--- config.mk ---
export PLATFORM = sky130hd
export DESIGN_NAME = kmp_line_pattern_matcher
export DESIGN_NICKNAME = d
export VERILOG_FILES = /design/src/rtl/core/klpm_pkg.sv /design/src/rtl/core/kmp_line_pattern_matcher.sv /design/src/rtl/core/klpm_ram.sv /design/src/rtl/core/klpm_seq.sv /design/src/rtl/core/klpm_outbuf.sv
export SDC_FILE = /design/constraint.sdc
export NUM_CORES = 1
export LEC_CHECK = 0
export BUFFER_PORTS_ARGS = -buffer_cell sky130_fd_sc_hd__clkbuf_2
export CORE_ASPECT_RATIO = 1.4
export CORE_MARGIN = 1
export CORE_UTILIZATION = 40
export DETAILED_ROUTE_END_ITERATION = 7
export HOLD_SLACK_MARGIN = 0.15
export MAX_ROUTING_LAYER = met4
export PLACE_DENSITY = 0.65
export SLEW_MARGIN = 10
export SYNTH_ARGS = -nofsm -noshare
export SYNTH_HDL_FRONTEND = slang
export SYNTH_HIERARCHICAL = 1
export SYNTH_SLANG_ARGS = --single-unit
--- constraint.sdc ---
create_clock -name clock -period 11.1 [get_ports clock]
set_input_delay 1.665 -clock clock [delete_from_list [all_inputs] [get_ports clock]]
set_output_delay 1.665 -clock clock [all_outputs]
set_load 0.02 [all_outputs]
--- src/rtl/core/klpm_pkg.sv ---
// shared constants, codes and types of the line pattern matcher
`timescale 1ns / 1ps

package klpm_pkg;

   localparam int PATTERN_MAX = 64;
   localparam int LINE_MAX    = 4096;
   localparam int ROW_MAX     = 65536;

   localparam int PAT_AW = $clog2(PATTERN_MAX);
   localparam int LEN_W  = $clog2(PATTERN_MAX + 1);
   localparam int COL_W  = $clog2(LINE_MAX);
   localparam int ROW_W  = $clog2(ROW_MAX);
   localparam int SUM_W  = ((COL_W > LEN_W) ? COL_W : LEN_W) + 1;

   localparam int CHAR_W     = 8;
   localparam int OUT_ROW_W  = 16;
   localparam int OUT_COL_W  = 12;

   typedef enum logic [1:0] {
      CMD_NEW  = 2'd0,
      CMD_PAT  = 2'd1,
      CMD_TEXT = 2'd2,
      CMD_LINE = 2'd3
   } cmd_type;

   typedef enum logic [1:0] {
      STAT_OK   = 2'd0,
      STAT_FULL = 2'd1,
      STAT_SAT  = 2'd2
   } status_type;

   typedef enum logic [1:0] {
      ST_IDLE  = 2'd0,
      ST_SCAN  = 2'd1,
      ST_FINAL = 2'd2
   } seq_state_type;

   typedef struct packed {
      logic                 found;
      logic [OUT_ROW_W-1:0] row;
      logic [OUT_COL_W-1:0] column;
      status_type           status;
   } rsp_type;

endpackage

--- src/rtl/core/kmp_line_pattern_matcher.sv ---
// top level of the line pattern matcher
// answered straight from idle: new search, line end, first or dropped pattern byte, text with no pattern
// other bytes: scan state, repeated per failure-link step, then the final state on a match
// one request in flight; a new byte is taken only once the sequencer is back in idle
// a finished result may wait in the output stage while the next request is taken
// synchronous reset clears counters, lengths and match state; the memories are not cleared
`timescale 1ns / 1ps

module kmp_line_pattern_matcher import klpm_pkg::*; (
   input  logic        clock,
   input  logic        reset,
   input  logic        req_tvalid,
   output logic        req_tready,
   input  logic [7:0]  req_tdata,   // char_in
   input  logic [1:0]  req_tuser,   // command
   output logic        rsp_tvalid,
   input  logic        rsp_tready,
   output logic [31:0] rsp_tdata,   // match_row, match_column, zero fill
   output logic [2:0]  rsp_tuser    // match_found, status
);

   logic    room;
   logic    res_push;
   rsp_type res_data;
   rsp_type out_data;

   klpm_seq u_seq (
      .clock     (clock),
      .reset     (reset),
      .req_valid (req_tvalid),
      .req_cmd   (cmd_type'(req_tuser)),
      .req_char  (req_tdata),
      .room      (room),
      .req_ready (req_tready),
      .res_push  (res_push),
      .res_data  (res_data)
   );

   klpm_outbuf u_outbuf (
      .clock     (clock),
      .reset     (reset),
      .push      (res_push),
      .push_data (res_data),
      .room      (room),
      .out_valid (rsp_tvalid),
      .out_ready (rsp_tready),
      .out_data  (out_data)
   );

   assign rsp_tdata = {4'b0000, out_data.column, out_data.row};
   assign rsp_tuser = {out_data.status, out_data.found};

endmodule

--- src/rtl/core/klpm_ram.sv ---
// generic single-port-write, registered-read ram
`timescale 1ns / 1ps

module klpm_ram #(
   parameter int DEPTH = 64,
   parameter int WIDTH = 8
) (
   input  logic                     clock,
   input  logic                     wr_en,
   input  logic [$clog2(DEPTH)-1:0] wr_addr,
   input  logic [WIDTH-1:0]         wr_data,
   input  logic [$clog2(DEPTH)-1:0] rd_addr,
   output logic [WIDTH-1:0]         rd_data
);

   logic [WIDTH-1:0] mem [DEPTH];
   logic [WIDTH-1:0] rd_data_ff;

   always_ff @(posedge clock) begin
      if (wr_en) begin
         mem[wr_addr] <= wr_data;
      end
   end

   always_ff @(posedge clock) begin
      rd_data_ff <= mem[rd_addr];
   end

   assign rd_data = rd_data_ff;

endmodule

--- src/rtl/core/klpm_seq.sv ---
// sequencer: pattern and failure memories, counters and failure-link walk
`timescale 1ns / 1ps

module klpm_seq import klpm_pkg::*; (
   input  logic              clock,
   input  logic              reset,
   input  logic              req_valid,
   input  cmd_type           req_cmd,
   input  logic [CHAR_W-1:0] req_char,
   input  logic              room,
   output logic              req_ready,
   output logic              res_push,
   output rsp_type           res_data
);

   seq_state_type     state_ff, state_in;
   logic [LEN_W-1:0]  len_ff, len_in;
   logic [PAT_AW-1:0] prefix_ff, prefix_in;
   logic [LEN_W-1:0]  match_ff, match_in;
   logic [ROW_W-1:0]  row_ff, row_in;
   logic [COL_W-1:0]  col_ff, col_in;
   logic [PAT_AW-1:0] k_ff, k_in;
   logic [CHAR_W-1:0] c_ff, c_in;
   logic              pat_mode_ff, pat_mode_in;
   logic [COL_W-1:0]  here_ff, here_in;
   status_type        stat_ff, stat_in;

   logic              p_we;
   logic [PAT_AW-1:0] p_waddr, p_raddr;
   logic [CHAR_W-1:0] p_q;
   logic              f_we;
   logic [PAT_AW-1:0] f_waddr, f_wdata, f_raddr, f_q;

   logic              accept;
   logic              hit;
   logic [LEN_W-1:0]  k_next;
   logic [LEN_W-1:0]  len_m1;
   logic [PAT_AW-1:0] k_start;
   logic [SUM_W-1:0]  here_p1, len_x;

   klpm_ram #(.DEPTH(PATTERN_MAX), .WIDTH(CHAR_W)) u_pat_ram (
      .clock   (clock),
      .wr_en   (p_we),
      .wr_addr (p_waddr),
      .wr_data (req_char),
      .rd_addr (p_raddr),
      .rd_data (p_q)
   );

   klpm_ram #(.DEPTH(PATTERN_MAX), .WIDTH(PAT_AW)) u_fail_ram (
      .clock   (clock),
      .wr_en   (f_we),
      .wr_addr (f_waddr),
      .wr_data (f_wdata),
      .rd_addr (f_raddr),
      .rd_data (f_q)
   );

   assign req_ready = (state_ff == ST_IDLE) && room;
   assign accept    = req_valid && req_ready;
   assign hit       = (p_q == c_ff);
   assign k_next    = {1'b0, k_ff} + LEN_W'(hit);
   assign len_m1    = len_ff - LEN_W'(1);
   assign k_start   = (match_ff >= len_ff) ? '0 : match_ff[PAT_AW-1:0];
   assign here_p1   = SUM_W'(here_ff) + SUM_W'(1);
   assign len_x     = SUM_W'(len_ff);

   always_ff @(posedge clock) begin
      if (reset) begin
         state_ff <= ST_IDLE;
         len_ff   <= '0;
         prefix_ff <= '0;
         match_ff <= '0;
         row_ff   <= '0;
         col_ff   <= '0;
      end else begin
         state_ff <= state_in;
         len_ff   <= len_in;
         prefix_ff <= prefix_in;
         match_ff <= match_in;
         row_ff   <= row_in;
         col_ff   <= col_in;
      end
   end

   always_ff @(posedge clock) begin
      k_ff        <= k_in;
      c_ff        <= c_in;
      pat_mode_ff <= pat_mode_in;
      here_ff     <= here_in;
      stat_ff     <= stat_in;
   end

   always_comb begin
      state_in    = state_ff;
      len_in      = len_ff;
      prefix_in   = prefix_ff;
      match_in    = match_ff;
      row_in      = row_ff;
      col_in      = col_ff;
      k_in        = k_ff;
      c_in        = c_ff;
      pat_mode_in = pat_mode_ff;
      here_in     = here_ff;
      stat_in     = stat_ff;
      p_we        = 1'b0;
      p_waddr     = len_ff[PAT_AW-1:0];
      p_raddr     = k_ff;
      f_we        = 1'b0;
      f_waddr     = '0;
      f_wdata     = '0;
      f_raddr     = k_ff - PAT_AW'(1);
      res_push    = 1'b0;
      res_data    = '{found: 1'b0, row: '0, column: '0, status: STAT_OK};

      case (state_ff)
         ST_IDLE: begin
            if (accept) begin
               c_in = req_char;
               case (req_cmd)
                  CMD_NEW: begin
                     len_in    = '0;
                     prefix_in = '0;
                     match_in  = '0;
                     row_in    = '0;
                     col_in    = '0;
                     res_push  = 1'b1;
                  end
                  CMD_PAT: begin
                     if (len_ff >= LEN_W'(PATTERN_MAX)) begin
                        res_push        = 1'b1;
                        res_data.status = STAT_FULL;
                     end else if (len_ff == '0) begin
                        p_we      = 1'b1;
                        f_we      = 1'b1;
                        prefix_in = '0;
                        len_in    = LEN_W'(1);
                        res_push  = 1'b1;
                     end else begin
                        p_we        = 1'b1;
                        k_in        = prefix_ff;
                        p_raddr     = prefix_ff;
                        f_raddr     = prefix_ff - PAT_AW'(1);
                        pat_mode_in = 1'b1;
                        stat_in     = STAT_OK;
                        state_in    = ST_SCAN;
                     end
                  end
                  CMD_TEXT: begin
                     if (col_ff >= COL_W'(LINE_MAX - 1)) begin
                        here_in = COL_W'(LINE_MAX - 1);
                        stat_in = STAT_SAT;
                     end else begin
                        here_in = col_ff;
                        stat_in = STAT_OK;
                        col_in  = col_ff + COL_W'(1);
                     end
                     if (len_ff == '0) begin
                        res_push        = 1'b1;
                        res_data.status = stat_in;
                     end else begin
                        k_in        = k_start;
                        p_raddr     = k_start;
                        f_raddr     = k_start - PAT_AW'(1);
                        pat_mode_in = 1'b0;
                        state_in    = ST_SCAN;
                     end
                  end
                  CMD_LINE: begin
                     if (row_ff >= ROW_W'(ROW_MAX - 1)) begin
                        res_data.status = STAT_SAT;
                     end else begin
                        row_in = row_ff + ROW_W'(1);
                     end
                     col_in   = '0;
                     match_in = '0;
                     res_push = 1'b1;
                  end
                  default: begin
                     res_push = 1'b1;
                  end
               endcase
            end
         end
         ST_SCAN: begin
            if ((k_ff != '0) && !hit) begin
               // follow the failure link and read the next candidate at once
               k_in    = f_q;
               p_raddr = f_q;
               f_raddr = f_q - PAT_AW'(1);
            end else if (pat_mode_ff) begin
               f_we      = 1'b1;
               f_waddr   = len_ff[PAT_AW-1:0];
               f_wdata   = k_next[PAT_AW-1:0];
               prefix_in = k_next[PAT_AW-1:0];
               len_in    = len_ff + LEN_W'(1);
               res_push  = 1'b1;
               state_in  = ST_IDLE;
            end else if (k_next == len_ff) begin
               f_raddr  = len_m1[PAT_AW-1:0];
               state_in = ST_FINAL;
            end else begin
               match_in        = k_next;
               res_push        = 1'b1;
               res_data.status = stat_ff;
               state_in        = ST_IDLE;
            end
         end
         ST_FINAL: begin
            match_in        = LEN_W'(f_q);
            res_push        = 1'b1;
            res_data.found  = 1'b1;
            res_data.row    = OUT_ROW_W'(row_ff);
            res_data.column = (here_p1 >= len_x) ? OUT_COL_W'(here_p1 - len_x) : '0;
            res_data.status = stat_ff;
            state_in        = ST_IDLE;
         end
         default: begin
            state_in = ST_IDLE;
         end
      endcase
   end

   a_scan_in_range: assert property (@(posedge clock) disable iff (reset)
      state_ff == ST_SCAN |-> LEN_W'(k_ff) < len_ff)
      else $error("scan position beyond pattern length");

   a_match_below_len: assert property (@(posedge clock) disable iff (reset)
      state_ff == ST_IDLE |-> (match_ff < len_ff) || (match_ff == '0))
      else $error("match state not below pattern length");

   a_final_after_scan: assert property (@(posedge clock) disable iff (reset)
      state_ff == ST_FINAL |-> $past(state_ff) == ST_SCAN)
      else $error("final step without preceding scan");

   a_len_cap: assert property (@(posedge clock) disable iff (reset)
      len_ff <= LEN_W'(PATTERN_MAX))
      else $error("pattern length over capacity");

   a_single_push: assert property (@(posedge clock) disable iff (reset)
      res_push && (state_ff != ST_IDLE) |=> state_ff == ST_IDLE)
      else $error("sequencer kept working after completing a request");

endmodule

--- src/rtl/core/klpm_outbuf.sv ---
// output register with one skid entry
`timescale 1ns / 1ps

module klpm_outbuf import klpm_pkg::*; (
   input  logic    clock,
   input  logic    reset,
   input  logic    push,
   input  rsp_type push_data,
   output logic    room,
   output logic    out_valid,
   input  logic    out_ready,
   output rsp_type out_data
);

   logic    out_valid_ff, out_valid_in;
   logic    skid_valid_ff, skid_valid_in;
   rsp_type out_ff, out_in;
   rsp_type skid_ff, skid_in;
   logic    drain;

   assign drain = !out_valid_ff || out_ready;

   always_comb begin
      out_valid_in  = out_valid_ff;
      skid_valid_in = skid_valid_ff;
      out_in        = out_ff;
      skid_in       = skid_ff;
      if (drain) begin
         if (skid_valid_ff) begin
            out_in        = skid_ff;
            out_valid_in  = 1'b1;
            skid_valid_in = push;
            skid_in       = push_data;
         end else begin
            out_in       = push_data;
            out_valid_in = push;
         end
      end else if (push) begin
         skid_in       = push_data;
         skid_valid_in = 1'b1;
      end
   end

   always_ff @(posedge clock) begin
      if (reset) begin
         out_valid_ff  <= 1'b0;
         skid_valid_ff <= 1'b0;
      end else begin
         out_valid_ff  <= out_valid_in;
         skid_valid_ff <= skid_valid_in;
      end
   end

   always_ff @(posedge clock) begin
      out_ff  <= out_in;
      skid_ff <= skid_in;
   end

   assign room      = !skid_valid_ff;
   assign out_valid = out_valid_ff;
   assign out_data  = out_ff;

endmodule
**Word level (Yosys, flattened, before mapping)**

Memories as Yosys holds them, arrays and structs flattened. A register that Yosys moved wholly into a read port is not among the register bits.
Cells that the tools add are included.
Widths: inputs -> output; s select.

- Register bits: 143
- Bits in writable memories: 896
- Output and inout bits: 37
- Word-level logic and storage cells: 194
- Memories kept: 2

- Add/sub/neg operators: 11
- $lt $le $gt $ge: 5
- Equality and inequality tests: 23
- Muxes and demuxes: 104
- Reductions and logical operators: 28

Memories:

| memory | depth | width | rd ports | clocked after memory_dff | wr ports | line | RTL |
|---|---|---|---|---|---|---|---|
| u_seq.u_pat_ram.mem | 64 | 8 | 1 | 1 | 1 | klpm_ram.sv:16 | `logic [WIDTH-1:0] mem [DEPTH];` |
| u_seq.u_fail_ram.mem | 64 | 6 | 1 | 1 | 1 | klpm_ram.sv:16 |  |

Operator list:

| kind | number |
|---|---|
| $mux 6 | 24 |
| $mux 31 | 4 |
| $pmux 6 s2 | 6 |
| $mux 7 | 10 |
| $pmux 16 s2 | 1 |
| $mux 2 | 15 |
| $sub 6x1->6 const B | 5 |
| $mux 29 | 1 |
| $pmux 7 s2 | 2 |
| $mux 1 | 27 |
| $mux 12 | 2 |
| $pmux 12 s2 | 1 |
| $pmux 7 s3 | 1 |
| $ne 2x2->1 const B | 9 |
| $add 16x1->16 const B | 1 |
| $ge 16x16->1 const B | 1 |
| $mux 16 | 1 |
| $add 12x1->13 const B | 1 |
| $ge 13x7->1 | 1 |
| $add 12x1->12 const B | 1 |
| $ge 12x12->1 const B | 1 |
| $ne 3x3->1 const B | 4 |
| $pmux 2 s2 | 3 |
| $pmux 2 s3 | 2 |
| other kinds (27) | 47 |

**Depth between registers and ports, before layout**

- Word-level depth: 9
- Gate-level depth with buffers: 21

**Hierarchy**

Netlist, hierarchy kept.

Modules (own cells, without submodules):

| module | instances | cells an instance | area an instance (µm²) | seq. area each (µm²) |
|---|---|---|---|---|
| klpm_ram at u_seq.u_pat_ram | 1 | 940 | 20166.8 | 15534.9 |
| klpm_ram at u_seq.u_fail_ram | 1 | 729 | 15205.8 | 11651.2 |
| klpm_seq | 1 | 702 | 5763.0 | 1781.7 |
| klpm_outbuf | 1 | 109 | 2464.9 | 1901.8 |
| kmp_line_pattern_matcher | 1 | 5 | 33.8 | 0.0 |

**Least setup slack after synthesis**

No wires, ideal clock.

- Path type: input to register
- Start: input req_tuser[1]
- End: register u_outbuf/skid_ff[0] in the netlist's numbering (enable)
- Library setup time: 0.646 ns
- Arrival time: 3.951 ns
- Setup slack: 6.503 ns
- Cell stages on the path: 11
- Path buffers: 0
- Path through: inv_1 -> ha_1 -> inv_1 -> nor2_1 -> nand2_1 -> o21ai_0 -> a21oi_1 -> a211oi_1 -> nor2_1 -> nand2_1 -> o21ai_0

- Word-level cells in the longest chain between the ends: 7

RTL lines:

| what | line | RTL |
|---|---|---|
| from (decl) | kmp_line_pattern_matcher.sv:15 | `input logic [1:0] req_tuser,` |
| $eq 2x2->1 / $logic_not 2->1 (equally long branches) | klpm_seq.sv:120 | `case (req_cmd)` |
| $reduce_or 2->1 (no source line) | -- |  |
| $pmux 1 s3 * | klpm_seq.sv:120 |  |
| $mux 1 * | klpm_seq.sv:118 | `if (accept) begin` |
| $pmux 1 s3 * | klpm_seq.sv:116 | `case (state_ff)` |
| net res_push | kmp_line_pattern_matcher.sv:23 | `logic res_push;` |
| $reduce_bool 2->1 (no source line) * | -- |  |
| $reduce_and 2->1 (no source line) * | -- |  |
| to (signal assigned) | klpm_outbuf.sv:56 | `skid_ff <= skid_in;` |
| to (decl) | klpm_outbuf.sv:18 | `rsp_type skid_ff, skid_in;` |

The timed path passes the listed nets; every way through them passes the cells marked *.
A chain may end at the register's enable or synchronous reset.

**Worst setup path in the final report**

- Start: register u_seq.c_ff[0]
- End: register u_seq.u_fail_ram.rd_data_ff[3] (netlist: u_seq/u_fail_ram/rd_data[3]), read port of u_seq.u_fail_ram.mem

- Word-level cells in the longest chain between the ends: 7

RTL lines:

| what | line | RTL |
|---|---|---|
| from (decl) | klpm_seq.sv:23 | `logic [CHAR_W-1:0] c_ff, c_in;` |
| from (signal assigned) | klpm_seq.sv:88 | `c_ff <= c_in;` |
| $eq 8x8->1 * | klpm_seq.sv:61 | `assign hit = (p_q == c_ff);` |
| $add 6x1->7 | klpm_seq.sv:62 | `assign k_next = {1'b0, k_ff} + LEN_W'(hit);` |
| $eq 7x7->1 | klpm_seq.sv:199 | `end else if (k_next == len_ff) begin` |
| $mux 6 | klpm_seq.sv:199 |  |
| $mux 6 | klpm_seq.sv:191 | `end else if (pat_mode_ff) begin` |
| $mux 6 * | klpm_seq.sv:186 | `if ((k_ff != '0) && !hit) begin` |
| $pmux 6 s2 * | klpm_seq.sv:116 |  |
| net u_seq.f_raddr[1] | klpm_seq.sv:32 | `logic [PAT_AW-1:0] f_waddr, f_wdata, f_raddr, f_q;` |
| to (decl) | klpm_ram.sv:17 | `logic [WIDTH-1:0] rd_data_ff;` |

Marks and branches as above.

==> metrics.md <==
| Metric | Value |
|---|---|
| Status | `complete, no violations` |
| Num rows | `between 100 and 150` |
| Slack of the worst reg-to-reg path | `4.68 ns` |
| Grt ovf | `0` |
| Die extent in x | `281 um` |
| Setup-failing EPs final | `0` |
| Synth area leaders | `edfxtp_1 (67%), mux4_2 (12%), dfxtp_1 (3.3%)` |
| Dpl cell area | `45,200 sq um` |
| Area Overhead vs Synth | `10.5%` |
| Hpwl dp | `63.2 mm` |
| Arr. time, crit path | `6.99 ns` |
| Routability cong. | `0.898` |
| Final design utilization | `44.5%` |
| First-pass DRT Iterations | `6` |
| Post-synthesis cell count | `2,485` |
| Max-Cap Viols | `0` |
| Worst Setup Slack, final | `4.68 ns` |
| Reg power frac | `55.4%` |
| CP Class | `flip-flop to flip-flop` |
| Fin Hold WS | `0.488 ns` |
| Overall Power | `7.85 mW` |
| Drt via density | `approximately 5.6` |
| Power share of the clock group | `40.2%` |
| Core area | `108,000 sq um` |
| Buffer count from post-CTS setup fixing | `0` |
| CTS tree | `done` |
| Hold depth | `0` |
| Post-synth EDFFs | `980` |
| Clock latency at the later pin of the worst-skew pair | `a little under 0.7 ns` |
| Area leader, netlist | `edfxtp_1` |
| Max Slew Vio Count | `0` |
| Final Skew | `0.0331 ns` |
| R2r worst-path depth | `18` |
| CTS Buf Count | `92` |
| Maximum level of the CTS H-tree | `3` |
| Clock tree root buffer cell | `clkbuf_16` |
| Final wirelength | `98.4 mm` |
| Hold Startpoint | `u_seq/col_ff[6]$_SDFFE_PP0P_` |
| Fin nets | `2,573` |
| Remaining DRCs | `0` |
| Iteration-0 DRC Markers | `2,032` |
| PwrDens | `approximately 160 nW/um^2` |
| CP Capture Type | `flip-flop` |
| PortBufs | `46` |
| Power Internal | `6.20 mW` |
| Final clock period utilization by the worst path | `approximately 58%` |
| Max_slew headroom | `15.0%` |
| Ys async rst share | `0%` |
| Pre-CTS setup slack | `4.21 ns` |
| Area share of the largest cell type after synthesis | `67.4%` |
| Synth Flop Type | `edfxtp_1` |
| RSZ-0062 raised after global routing | `false` |
| Hold Buf Count CTS | `0` |
| VDD IR max | `117 uV` |
| CTS Sinks | `1,052` |
| Lkg Pwr | `15.3 nW` |
| Clock buffer depth | `3` |
| Worst-path clk slew | `0.06 ns` |
| Die Area | `110,000 sq um` |
| Final non-filler cell total | `4,050` |
| Synth unique cells | `82` |
| Pin count of the biggest net entering global routing | `between 90 and 100` |
| Worst EP required | `11.67 ns` |
| Worst Max-Slew Pin Slew | `about 1.3 ns` |
| Number of gates resized after CTS | `0` |
| Netlist Area Pre-Place | `43,600 sq um` |
| FMAX | `0.156 GHz` |
| Sequential fraction of the synthesis area | `70.7%` |
| DP Cell Count | `~3,900` |
| Final ANT Viol Nets | `0` |
| Max FO, Critical Path | `54` |
| Switch Pwr | `1.65 mW` |
| Initial Utilization | `40.2%` |
| Final hold violations | `0` |
| Yosys reg bits | `1,052` |
| Setup TNS Final | `0 ns` |
| Startpoint types | `flip-flop` |
| Fraction of layout cells with a size suffix above 1 | `20.0%` |
| Antenna violations before repair | `1` |
| First-pass GRT wire length | `between 100 and 150 mm` |
| Vias in the first global route | `23,408` |
| All-layer global routing usage | `18.5%` |
| Post-synth top cells | `edfxtp_1 (980), nor2_1 (238), mux4_2 (229)` |
| Final min period | `6.42 ns` |
| Worst reg2reg endpoint | `u_seq/u_fail_ram/rd_data[3]$_DFF_P_` |
| Hold WC Path Type | `flip-flop to flip-flop` |
| Hold Path End | `u_seq/here_ff[6]$_SDFFCE_PP1P_` |
| Worst r2r src | `u_seq/c_ff[0]$_DFFE_PP_` |
| Non-Filler Cell Area, Final | `48,200 sq um` |
| I/O pins | `roughly 50` |
| Switching Share | `approximately a fifth` |
| Routed length per placed instance | `24.3 um` |
| Mapped Avg Cell Area | `17.6 sq um` |
| Combinational group share of total power | `4.3%` |
| Synth warnings | `6` |
| Die Span Y | `approximately 400 um` |
| Routed via count | `22,723` |
| Count leader, synth | `edfxtp_1` |
## critical path, cell delays in order (launching register included)
cell	delay, ns
edfxtp_1	0.40
xnor2_1	0.23
nand4_1	0.30
nor2_1	0.21
ha_1	0.23
ha_1	0.22
nand3_2	0.12
xnor2_1	0.62
xnor2_1	0.20
nor4_4	0.43
nand2b_1	0.38
o31a_1	0.38
o21ai_4	0.06
buf_4	0.46
buf_4	0.73
mux4_2	0.46
mux4_2	0.53
o211ai_1	0.19
nand2_1	0.08
## how the worst max path moves through the flow
stage                             from                                  end  cells past startpoint
6_report       u_seq/c_ff[0]$_DFFE_PP_  u_seq/u_fail_ram/rd_data[3]$_DFF_P_                     18
5_1_grt        u_seq/c_ff[0]$_DFFE_PP_  u_seq/u_fail_ram/rd_data[3]$_DFF_P_                     18
4_1_cts        u_seq/c_ff[0]$_DFFE_PP_  u_seq/u_fail_ram/rd_data[3]$_DFF_P_                     18
3_5_place_dp              req_tuser[0]   u_seq/u_pat_ram/rd_data[4]$_DFF_P_                     14
3_3_place_gp              req_tuser[0]   u_seq/u_pat_ram/rd_data[4]$_DFF_P_                     14
2_1_floorplan             req_tuser[1]        u_outbuf/skid_ff[0]$_DFFE_PP_                     11
## logic make-up (layout without fill, tap and decap cells)
kind of cell / after synthesis / count (layout) / share of synthesized area (%)
AND/OR/NAND/NOR: 586 / 586 / 6.34
flip-flops: 1052 / 1052 / 70.7
buffers and inverters: 177 / 288 / 2.18
multiplexers: 323 / 323 / 14.3
XOR/XNOR: 73 / 73 / 1.50
adder cells (fa/ha/maj): 36 / 36 / 1.05
other: 1 / 5 / 0.00859
AO/OA/AOI/OAI: 237 / 237 / 3.85
## registers in the layout, summed over array words and instances (netlist names), 8 cells and up
| name | cells |
|---|---|
| u_outbuf/out_data | 31 |
| u_outbuf/skid_ff | 31 |
| u_seq/c_ff | 8 |
| u_seq/col_ff | 12 |
| u_seq/here_ff | 12 |
| u_seq/row_ff | 16 |
| u_seq/u_fail_ram/mem | 384 |
| u_seq/u_pat_ram/mem | 512 |
| u_seq/u_pat_ram/rd_data | 8 |
## cell type report
type | instances | area [sq um]
Fill cell | 9285 | 60200
Clock buffer | 112 | 2400
Sequential cell | 1052 | 30900
Inverter | 39 | 146
Timing Repair Buffer | 79 | 490
Clock inverter | 58 | 559
Tap cell | 1450 | 1810
Multi-Input combinational cell | 1259 | 11900
Antenna cell | 1 | 2.50
## layout by cell type (no fill, tap or decap), types with 25 or more instances in the layout
master / instances
xor2_1: 31
nor2_1: 238
clkbuf_16: 93
nand2_1: 115
edfxtp_1: 980
mux2i_1: 48
nand3_1: 45
o21ai_0: 38
a21oi_1: 37
xnor2_1: 41
buf_4: 32
ha_1: 35
nor2b_1: 25
mux2_4: 26
mux4_2: 229
dfxtp_1: 71
inv_1: 36
clkbuf_2: 46
nor3_1: 29
clkinv_1: 25
## power groups by stage
| stage | sequential, mW | clock [mW] | combinational [mW] |
|---|---|---|---|
| floorplan | 4.44 | 0 | 0.219 |
| global placement | 4.44 | 0 | 0.338 |
| detailed placement | 4.44 | 0 | 0.344 |
| CTS | 4.35 | 3.23 | 0.344 |
| global route | 4.35 | 3.37 | 0.366 |
| finish | 4.35 | 3.16 | 0.340 |
## per-layer routing
layer	vias up	wire length, um	GRT usage, %
met5	-	0	-
met1	11789	36800	21.0
met4	0	4120	8.19
li1	9917	-	-
met2	791	52600	32.5
met3	226	4830	2.46
Power figures use the tool's default switching activity.
